<file path="config.mk">
export PLATFORM = sky130hd
export DESIGN_NAME = ber_tlv_stream_parser
export DESIGN_NICKNAME = d
export VERILOG_FILES = /design/src/design/btsp_pkg.sv /design/src/design/btsp_step.sv /design/src/design/ber_tlv_stream_parser.sv
export SDC_FILE = /design/constraint.sdc
export NUM_CORES = 1
export LEC_CHECK = 0
export ABC_AREA = 0
export BUFFER_PORTS_ARGS = -buffer_cell sky130_fd_sc_hd__buf_2
export CORE_MARGIN = 2
export CORE_UTILIZATION = 59
export DETAILED_ROUTE_END_ITERATION = 10
export HOLD_SLACK_MARGIN = 0.12
export PLACE_DENSITY = 0.92
export SLEW_MARGIN = 20
export SYNTH_ARGS = -nofsm -noshare
export SYNTH_HDL_FRONTEND = slang
export SYNTH_SLANG_ARGS = --single-unit
</file>
<file path="constraint.sdc">
create_clock -name clk -period 5 [get_ports clk]
set_input_delay 0 -clock clk [delete_from_list [all_inputs] [get_ports clk]]
set_output_delay 0 -clock clk [all_outputs]
set_load 0.01 [all_outputs]
</file>
<file path="src/design/btsp_pkg.sv">
package btsp_pkg;

	typedef enum logic [3:0] {
		PH_TAG  = 4'b0001,
		PH_LEN1 = 4'b0010,
		PH_LENX = 4'b0100,
		PH_VAL  = 4'b1000
	} phase_t;

	typedef enum logic [1:0] {
		KIND_TAG   = 2'd0,
		KIND_LEN   = 2'd1,
		KIND_VALUE = 2'd2,
		KIND_ERROR = 2'd3
	} kind_t;

	typedef enum logic [1:0] {
		ERR_NONE     = 2'd0,
		ERR_TOO_LONG = 2'd1,
		ERR_INDEF    = 2'd2
	} err_t;

	localparam logic [7:0] LEN_INDEF    = 8'h80;
	localparam logic [7:0] LEN_RESERVED = 8'hFF;
	localparam logic [7:0] PRINT_LO     = 8'h20;
	localparam logic [7:0] PRINT_HI     = 8'h7E;
	localparam logic [7:0] DOT_CHAR     = 8'h2E;
	localparam logic [5:0] COLUMNS_RST  = 6'd16;

	typedef struct packed {
		phase_t      phase;
		logic [7:0]  held_tag;
		logic [31:0] len_acc;
		logic [31:0] value_left;
		logic [31:0] offset;
		logic [5:0]  column;
	} state_t;

	typedef struct packed {
		kind_t       byte_kind;
		logic [1:0]  tag_class;
		logic        constructed;
		logic [4:0]  tag_number;
		logic [31:0] value_length;
		logic        header_done;
		logic [31:0] value_offset;
		logic [7:0]  ascii_char;
		logic        line_start;
		logic        last_of_value;
		err_t        error_code;
	} result_t;

endpackage

</file>
<file path="src/design/btsp_step.sv">
module btsp_step import btsp_pkg::*; #(
	parameter int MAX_LENGTH_BYTES = 4,
	parameter int LW = 3
) (
	input  state_t        st,
	input  logic [LW-1:0] len_left,
	input  logic [7:0]    data_byte,
	input  logic [5:0]    hex_columns,
	output state_t        st_next,
	output logic [LW-1:0] len_left_next,
	output result_t       res
);

	localparam logic [6:0] MAX_N = 7'(MAX_LENGTH_BYTES);

	logic          fin;
	logic [31:0]   fin_len;
	logic [31:0]   acc_shift;
	logic [LW-1:0] left_dec;
	logic [5:0]    cols;
	logic [5:0]    col_cur;
	logic [5:0]    col_inc;

	always_comb begin
		acc_shift = {st.len_acc[23:0], data_byte};
		left_dec  = (len_left != '0) ? len_left - LW'(1) : '0;
		cols      = (hex_columns == 6'd0) ? 6'd1 : hex_columns;
		// A column count left over from a wider setting wraps to zero.
		col_cur   = (st.column >= cols) ? 6'd0 : st.column;
		col_inc   = col_cur + 6'd1;
	end

	always_comb begin
		fin           = 1'b0;
		fin_len       = '0;
		st_next       = st;
		len_left_next = len_left;
		res           = '0;
		res.tag_class   = st.held_tag[7:6];
		res.constructed = st.held_tag[5];
		res.tag_number  = st.held_tag[4:0];

		case (st.phase)
			PH_TAG: begin
				st_next.held_tag = data_byte;
				res.tag_class    = data_byte[7:6];
				res.constructed  = data_byte[5];
				res.tag_number   = data_byte[4:0];
				res.byte_kind    = KIND_TAG;
				st_next.phase    = PH_LEN1;
			end
			PH_LEN1: begin
				res.byte_kind = KIND_LEN;
				if (!data_byte[7]) begin
					fin     = 1'b1;
					fin_len = {24'd0, data_byte};
				end else if (data_byte == LEN_INDEF) begin
					res.byte_kind    = KIND_ERROR;
					res.error_code   = ERR_INDEF;
					st_next.phase    = PH_TAG;
					st_next.len_acc  = '0;
					len_left_next    = '0;
				end else if (data_byte == LEN_RESERVED || data_byte[6:0] > MAX_N) begin
					res.byte_kind    = KIND_ERROR;
					res.error_code   = ERR_TOO_LONG;
					st_next.phase    = PH_TAG;
					st_next.len_acc  = '0;
					len_left_next    = '0;
				end else begin
					len_left_next   = LW'(data_byte[6:0]);
					st_next.len_acc = '0;
					st_next.phase   = PH_LENX;
				end
			end
			PH_LENX: begin
				res.byte_kind = KIND_LEN;
				if (st.len_acc[31:24] != 8'd0) begin
					// Another byte would push significant bits out of 32.
					res.byte_kind   = KIND_ERROR;
					res.error_code  = ERR_TOO_LONG;
					st_next.phase   = PH_TAG;
					st_next.len_acc = '0;
					len_left_next   = '0;
				end else begin
					st_next.len_acc = acc_shift;
					len_left_next   = left_dec;
					if (left_dec == '0) begin
						st_next.len_acc = '0;
						fin             = 1'b1;
						fin_len         = acc_shift;
					end
				end
			end
			PH_VAL: begin
				res.byte_kind    = KIND_VALUE;
				res.value_offset = st.offset;
				res.ascii_char   = (data_byte inside {[PRINT_LO:PRINT_HI]}) ?
					data_byte : DOT_CHAR;
				res.line_start   = (col_cur == 6'd0);
				st_next.column   = (col_inc >= cols) ? 6'd0 : col_inc;
				st_next.offset   = st.offset + 32'd1;
				if (st.value_left <= 32'd1) begin
					res.last_of_value  = 1'b1;
					st_next.value_left = '0;
					st_next.phase      = PH_TAG;
				end else begin
					st_next.value_left = st.value_left - 32'd1;
				end
			end
			default: begin
				st_next.phase = PH_TAG;
			end
		endcase

		if (fin) begin
			res.value_length = fin_len;
			res.header_done  = 1'b1;
			if (fin_len == 32'd0) begin
				res.last_of_value = 1'b1;
				st_next.phase     = PH_TAG;
			end else begin
				st_next.phase      = PH_VAL;
				st_next.value_left = fin_len;
				st_next.offset     = '0;
				st_next.column     = '0;
			end
		end
	end

endmodule

</file>
<file path="src/design/ber_tlv_stream_parser.sv">
// Streaming BER tag-length-value parser.
// Input channel: data_byte with in_valid/in_ready, one encoded byte per transfer.
// Output channel: one result per input byte with out_valid/out_ready. The result
// classifies the byte as tag, length, value or error, shows the tag fields, the
// decoded length on the byte that completes the header, and for value bytes the
// offset, a printable character, a dump-line start mark and an end-of-value mark.
// The result of a byte is registered on the edge that accepts it and is presented
// right after that edge. Throughput is one byte per cycle while the receiver keeps
// up; the parser state and the result register both update on the transfer.
// When the receiver stalls, the held result stays put and in_ready drops until
// that result is taken; in_ready follows out_ready combinationally.
// The hex_columns register is written through cfg_we/cfg_wdata and should only
// change while no result is outstanding.
// Reset (arst_n low) puts the parser back to expecting a tag byte, clears all
// counters, marks the result register empty and sets hex_columns to 16.
module ber_tlv_stream_parser import btsp_pkg::*; #(
	parameter int MAX_LENGTH_BYTES = 4
) (
	input  logic        clk,
	input  logic        arst_n,
	input  logic        cfg_we,
	input  logic [5:0]  cfg_wdata,
	input  logic        in_valid,
	output logic        in_ready,
	input  logic [7:0]  data_byte,
	output logic        out_valid,
	input  logic        out_ready,
	output logic [1:0]  byte_kind,
	output logic [1:0]  tag_class,
	output logic        constructed,
	output logic [4:0]  tag_number,
	output logic [31:0] value_length,
	output logic        header_done,
	output logic [31:0] value_offset,
	output logic [7:0]  ascii_char,
	output logic        line_start,
	output logic        last_of_value,
	output logic [1:0]  error_code
);

	localparam int LW = $clog2(MAX_LENGTH_BYTES + 1);

	state_t        st_q;
	state_t        st_next;
	logic [LW-1:0] len_left_q;
	logic [LW-1:0] len_left_next;
	logic [5:0]    hex_columns_q;
	result_t       res;
	result_t       res_q;
	logic          out_valid_q;
	logic          in_fire;

	assign in_ready = !out_valid_q || out_ready;
	assign in_fire  = in_valid && in_ready;

	btsp_step #(
		.MAX_LENGTH_BYTES(MAX_LENGTH_BYTES),
		.LW(LW)
	) u_step (
		.st(st_q),
		.len_left(len_left_q),
		.data_byte(data_byte),
		.hex_columns(hex_columns_q),
		.st_next(st_next),
		.len_left_next(len_left_next),
		.res(res)
	);

	always_ff @(posedge clk or negedge arst_n) begin
		if (!arst_n) begin
			st_q.phase      <= PH_TAG;
			st_q.held_tag   <= '0;
			st_q.len_acc    <= '0;
			st_q.value_left <= '0;
			st_q.offset     <= '0;
			st_q.column     <= '0;
			len_left_q      <= '0;
			hex_columns_q   <= COLUMNS_RST;
			out_valid_q     <= 1'b0;
		end else begin
			if (cfg_we) begin
				hex_columns_q <= cfg_wdata;
			end
			if (in_fire) begin
				st_q        <= st_next;
				len_left_q  <= len_left_next;
				out_valid_q <= 1'b1;
			end else if (out_ready) begin
				out_valid_q <= 1'b0;
			end
		end
	end

	always_ff @(posedge clk) begin
		if (in_fire) begin
			res_q <= res;
		end
	end

	assign out_valid     = out_valid_q;
	assign byte_kind     = res_q.byte_kind;
	assign tag_class     = res_q.tag_class;
	assign constructed   = res_q.constructed;
	assign tag_number    = res_q.tag_number;
	assign value_length  = res_q.value_length;
	assign header_done   = res_q.header_done;
	assign value_offset  = res_q.value_offset;
	assign ascii_char    = res_q.ascii_char;
	assign line_start    = res_q.line_start;
	assign last_of_value = res_q.last_of_value;
	assign error_code    = res_q.error_code;

endmodule
</file>
**Word-level counts from Yosys, hierarchy flattened**

Index checks and enable logic that the tools add are counted.

- Register bits after elaboration: 211
- Input bits: 19
- Output and inout port bits: 89
- Word-level logic and storage cells: 109

- Add/sub/neg operators: 4
- $lt $le $gt $ge: 6
- Equality and inequality tests: 10
- Multiplexer cells: 52
- Reductions and logical operators: 16

Operator list:

| kind | number |
|---|---|
| 2-to-1 mux 70 bit | 3 |
| 2-to-1 mux 32 bit | 6 |
| one-hot mux 32 bit (2 select lines) | 2 |
| adder 32 x 1 -> 32 bit, second input constant | 1 |
| less-or-equal comparator 32 x 1 -> 1 bit, second input constant | 1 |
| logical NOT 32 bit | 1 |
| subtractor 32 x 1 -> 32 bit, second input constant | 1 |
| 2-to-1 mux 4 bit | 6 |
| 2-to-1 mux 6 bit | 4 |
| 2-to-1 mux 3 bit | 6 |
| == test 8 bit, second input constant | 2 |
| one-hot mux 4 bit (4 select lines) | 1 |
| greater-or-equal comparator 6 bit | 2 |
| logical NOT 6 bit | 2 |
| 2-to-1 mux 1 bit | 12 |
| 2-to-1 mux 2 bit | 6 |
| greater-or-equal comparator 8 x 6 -> 1 bit, second input constant | 1 |
| less-or-equal comparator 8 x 7 -> 1 bit, second input constant | 1 |
| 2-to-1 mux 8 bit | 1 |
| nonzero test 8 bit | 1 |
| > comparator 7 x 3 -> 1 bit, second input constant | 1 |
| 2-to-1 mux 7 bit | 1 |
| adder 6 x 1 -> 6 bit, second input constant | 1 |
| inequality test 3 x 1 -> 1 bit, second input constant | 2 |
| 20 further kinds | 23 |

**Depth between registers and ports, before layout**

- Depth in word-level cells: 10
- Mapped depth: 20
- Depth with buffers taken out: 20

**By module**

Synthesis repeated with hierarchy kept, for this count alone.

- Cells, all modules: 920
- Area, all modules: 10961.8 um2

Modules (own cells, without submodules):

| module | times used | cells each | area each (um2) |
|---|---|---|---|
| ber_tlv_stream_parser | 1 | 351 | 7297.0 |
| btsp_step | 1 | 569 | 3664.8 |

**Worst setup path before layout**

Ideal clock, no wire load.

- Path type: reg-to-reg
- Start point: reg out_valid_q (netlist: out_valid)
- End point: reg res_q (netlist bit ascii_char[0]) (enable)
- Library setup time: 485 ps
- Data arrival time: 3892 ps
- Required time: 4515 ps
- Path slack: 623 ps
- Cell stages (with the launch flop): 7
- Path buffers: 3
- Clock period less this slack: 4377 ps
- Cell sequence: dfrtp_1 > nand2b_1 > nand2_1 > inv_1 > clkbuf_1 > clkbuf_1 > buf_1

- Cells in the longest elaborated chain, start to end: 3

Ends and longest elaborated chain:

| item | line | RTL |
|---|---|---|
| from (decl) | ber_tlv_stream_parser.sv:50 | `logic out_valid_q;` |
| from (signal assigned) | ber_tlv_stream_parser.sv:79 | `out_valid_q <= 1'b0;` |
| from (signal assigned) | ber_tlv_stream_parser.sv:87 | `out_valid_q <= 1'b1;` |
| from (signal assigned) | ber_tlv_stream_parser.sv:89 | `out_valid_q <= 1'b0;` |
| logical NOT 1 bit | ber_tlv_stream_parser.sv:53 | `assign in_ready = !out_valid_q \|\| out_ready;` |
| logical OR 1 bit | ber_tlv_stream_parser.sv:53 |  |
| net in_ready | ber_tlv_stream_parser.sv:24 | `output logic in_ready,` |
| logical AND 1 bit | ber_tlv_stream_parser.sv:54 | `assign in_fire = in_valid && in_ready;` |
| net in_fire | ber_tlv_stream_parser.sv:51 | `logic in_fire;` |
| to (signal assigned) | ber_tlv_stream_parser.sv:96 | `res_q <= res;` |
| to (decl) | ber_tlv_stream_parser.sv:49 | `result_t res_q;` |

The timed path passes the listed nets, and every way through them passes these cells.
A chain may end at the register's enable or synchronous reset.

**Worst setup path after layout**

- Start point: reg hex_columns_q[4]
- End point: reg st_q[2] (netlist bit)

- Cells in the longest elaborated chain, start to end: 10

Ends and longest elaborated chain:

| item | line | RTL |
|---|---|---|
| from (decl) | ber_tlv_stream_parser.sv:47 | `logic [5:0] hex_columns_q;` |
| from (signal assigned) | ber_tlv_stream_parser.sv:82 | `hex_columns_q <= cfg_wdata;` |
| logical NOT 6 bit | btsp_step.sv:27 | `cols = (hex_columns == 6'd0) ? 6'd1 : hex_columns;` |
| 2-to-1 mux 6 bit * | btsp_step.sv:27 |  |
| greater-or-equal comparator 6 bit | btsp_step.sv:29 | `col_cur = (st.column >= cols) ? 6'd0 : st.column;` |
| 2-to-1 mux 6 bit | btsp_step.sv:29 |  |
| adder 6 x 1 -> 6 bit | btsp_step.sv:30 | `col_inc = col_cur + 6'd1;` |
| greater-or-equal comparator 6 bit | btsp_step.sv:100 | `st_next.column = (col_inc >= cols) ? 6'd0 : col_inc;` |
| 2-to-1 mux 6 bit * | btsp_step.sv:100 |  |
| 2-to-1 mux 70 bit * | btsp_step.sv:43 | `case (st.phase)` |
| 2-to-1 mux 70 bit | btsp_step.sv:118 | `if (fin_len == 32'd0) begin` |
| 2-to-1 mux 70 bit * | btsp_step.sv:115 | `if (fin) begin` |
| to (signal assigned) | ber_tlv_stream_parser.sv:85 | `st_q <= st_next;` |
| to (decl) | ber_tlv_stream_parser.sv:43 | `state_t st_q;` |

Mark *: on every way between the ends. The rest lies on a longest branch, timed or not.

==> flow_summary.ini <==
[layout]
n_antenna_cell = 0
fin_nets = 1020
fin_area_mm2 = 0.0114
final_util_pct = 71.3
area_delta_synth_final_pct = 17.7
drive_gt1_share_pct = 17.7

[global_route]
grt_pass1_vias = 7273
grt_pass1_wl_um = 36900
grt_antenna_before_repair = 0
grt_max_degree = 73
grt.overflow.total = 0
grtUsageTotal_pct = 26.1

[detailed_routing]
dr.pass1.iters = 5
met1Wirelength_um = 8980
routedWlPerCell_um = 18.7
drc = 0
detail_route.vias_per_cell = 6.16
num_vias = 7473
top_layer = met4
drt_wl_total_um = 22700
wl_met3_um = 1780
first_iter_violations = 751
final_antenna_net_count = 0
dr_wl_met2_um = 11100

[yosys]
synth.largest_area_cell = dfrtp_1
yosysWarnings = 0
synth_top_area_share_pct = 31.6
syn-mean-instance-area_um2 = 11.3
synth-seq-area-share_pct = 59.2
synth_cells = 856
synth_seq_cells = 211
synth.distinct_cells = 62
synthTopCellsByArea = dfrtp_1 (32%), edfxtp_1 (27%), and2_1 (4.7%)
async_flop_share_pct = 58.8
synth_edf_count = 87
yosys-top-cells-count = dfrtp_1 (122), nor2_1 (90), edfxtp_1 (87)
synth.most_common_cell = dfrtp_1
syn_nets = 894
syn_area_mm2 = 0.00966
ys.flop_type = dfrtp_1

[worst_setup_path]
regToRegStartpoint = hex_columns_q[4]
r2r_slack_ns = 0.48
startpoint_type = register
crit_fanout = 8
crit_type = register to register
endpoint_kind = register
required_ns = 5.43
crit_arrival_ns = 4.95
crit_start = hex_columns_q[4]

[worst_hold_path]
hold_start = out_ready
hp-class = primary input to register

[clocking]
clock-root-buffer = clkbuf_16
cts_tree = done
cts.sinks = 211
clk_transition_reported_paths_ns = 0.06
clockBufferDepth = 3
cts_buffers = 21
clk_latency_ns = 0.51
htreeDepth = 1

[pwr]
powerDensity_mw_per_mm2 = 390
finalPower_mw = 4.44
vdd_ir_drop_max_v = 0.000265
p_leak_nw = 4.99

[timing]
fin_crit_ns = 4.52
rsz0062_at_grt = false
post-route-period-util_pct = 90.4
slew_headroom_pct = 30.5
timing.fmax_mhz = 221
setup_viol_count_final = 0
tns_ns = 0
finalWorstSetupSlack_ns = 0.482
fin_skew_ns = 0.0266
worst_slew_pin_slew_ns = 1.03
finalHoldViolations = 0
drv_slew = 0

[placed_design]
port_buffers = 107
pre_cts_ws_ns = 0.381
place_congestion = 0.860
postPlaceCellArea_mm2 = 0.0104
dp_hpwl_um = 14000

[floorplanning]
core-area_mm2 = 0.0159
rows = 46
die_w_um = 132
ios = 108
initial_core_util_pct = 60.6
dieArea_mm2 = 0.0174
die_h_um = 132

[outcome]
status = completed

[flow_run]
maxCapViolCount = 0
## worst max-delay path, stage by stage, from the launching register on
cell and delay, ns:
dfstp_2 0.54, nor3_1 0.07, a31o_2 0.26, ha_1 0.26, nand2b_1 0.14, a21o_1 0.17, a21oi_1 0.15, o21ai_0 0.11
a21oi_1 0.48, nand2_1 0.19, inv_1 0.11, ha_1 0.22, nand3_1 0.11, xnor2_1 0.14, and2_1 0.17, ha_1 0.30
a21oi_1 0.18, o21ai_0 0.11, nor3_2 0.40, a31o_2 0.23, a32o_1 0.12
## layout make-up
class / instances / area [um^2]
tap: 216 / 270
fill: 1066 / 4570
sequential: 211 / 5720
timing repair buffer: 144 / 908
clock inverter: 11 / 110
multi-input combinational: 576 / 3690
clock buffer: 27 / 568
inverter: 28 / 108
## per-layer routing
| metal | track usage, % | vias up |
|---|---|---|
| met5 | 0 | - |
| met4 | 9.66 | 0 |
| met3 | 4.46 | 83 |
| met2 | 43.7 | 411 |
| met1 | 34.4 | 3617 |
| li1 | - | 3362 |
## cell families (layout without fill, tap and decap cells)
kind of cell | count (synthesis) | after routing | share of synthesized area (%)
simple gates | 354 | 354 | 19.0
flops | 211 | 211 | 59.2
compound gates | 157 | 157 | 12.1
buf+inv | 69 | 210 | 2.95
xor+xnor | 35 | 35 | 3.17
fa+ha+maj | 19 | 19 | 2.46
mux | 10 | 10 | 1.17
other cells | 1 | 1 | 0.0388
## layout by cell type, fill, tap and decap left out, types with 10 or more instances in the layout
cell type,n
dfrtp_1,122
buf_2,106
nor2_1,90
edfxtp_1,87
and2_1,72
nand2_1,66
a22o_1,40
dlygate4sd3_1,29
inv_1,27
nand3_1,25
a21oi_1,22
nor4_1,21
clkbuf_16,21
nor3_1,19
ha_1,19
xor2_1,18
o21ai_0,17
xnor2_1,17
a221o_1,17
o21ai_1,15
nand4_1,11
and3_1,11
mux2_2,10
## where the power goes
group / internal (mW) / leakage (nW) / switching [mW]
logic: 0.285 / 2.16 / 0.412
registers: 2.01 / 2.49 / 0.167
clock network: 0.910 / 0.338 / 0.655
## sequential cells by signal, summed over array words and instances (netlist names)
register	flops
ascii_char	8
byte_kind	2
constructed	1
error_code	2
header_done	1
hex_columns_q	6
last_of_value	1
len_left_q	3
line_start	1
out_valid	1
st_q	114
tag_class	2
tag_number	5
value_length	32
value_offset	32
## per-stage QoR
| stage | instances | hold slack, ns |
|---|---|---|
| CTS | 1213 | 0.334 |
| global placement | 1145 | 0.0849 |
| detailed placement | 1145 | 0.0932 |
| finish | 1213 | 0.361 |
| floorplan | 856 | -0.296 |
| global route | 1213 | 0.401 |
## final timing paths
kind	endpoint	depth (start not counted)
worst max-delay path	st_q[2]	20
worst min-delay path	st_q[7]	4
worst max register to register	st_q[2]	20
worst min register to register	st_q[108]	2
max in group asynchronous	st_q[58]	4
min in group asynchronous	st_q[9]	3
## repair_timing
| action | 4_1_cts | 5_1_grt |
|---|---|---|
| endpoints found under the hold margin | 110 | 0 |
| setup endpoints to repair | 0 | 1 |
| buffers inserted | 0 | 0 |
| resized for setup | 0 | 1 |
| hold buffers | 30 | 0 |
Power figures use the tool's default switching activity.
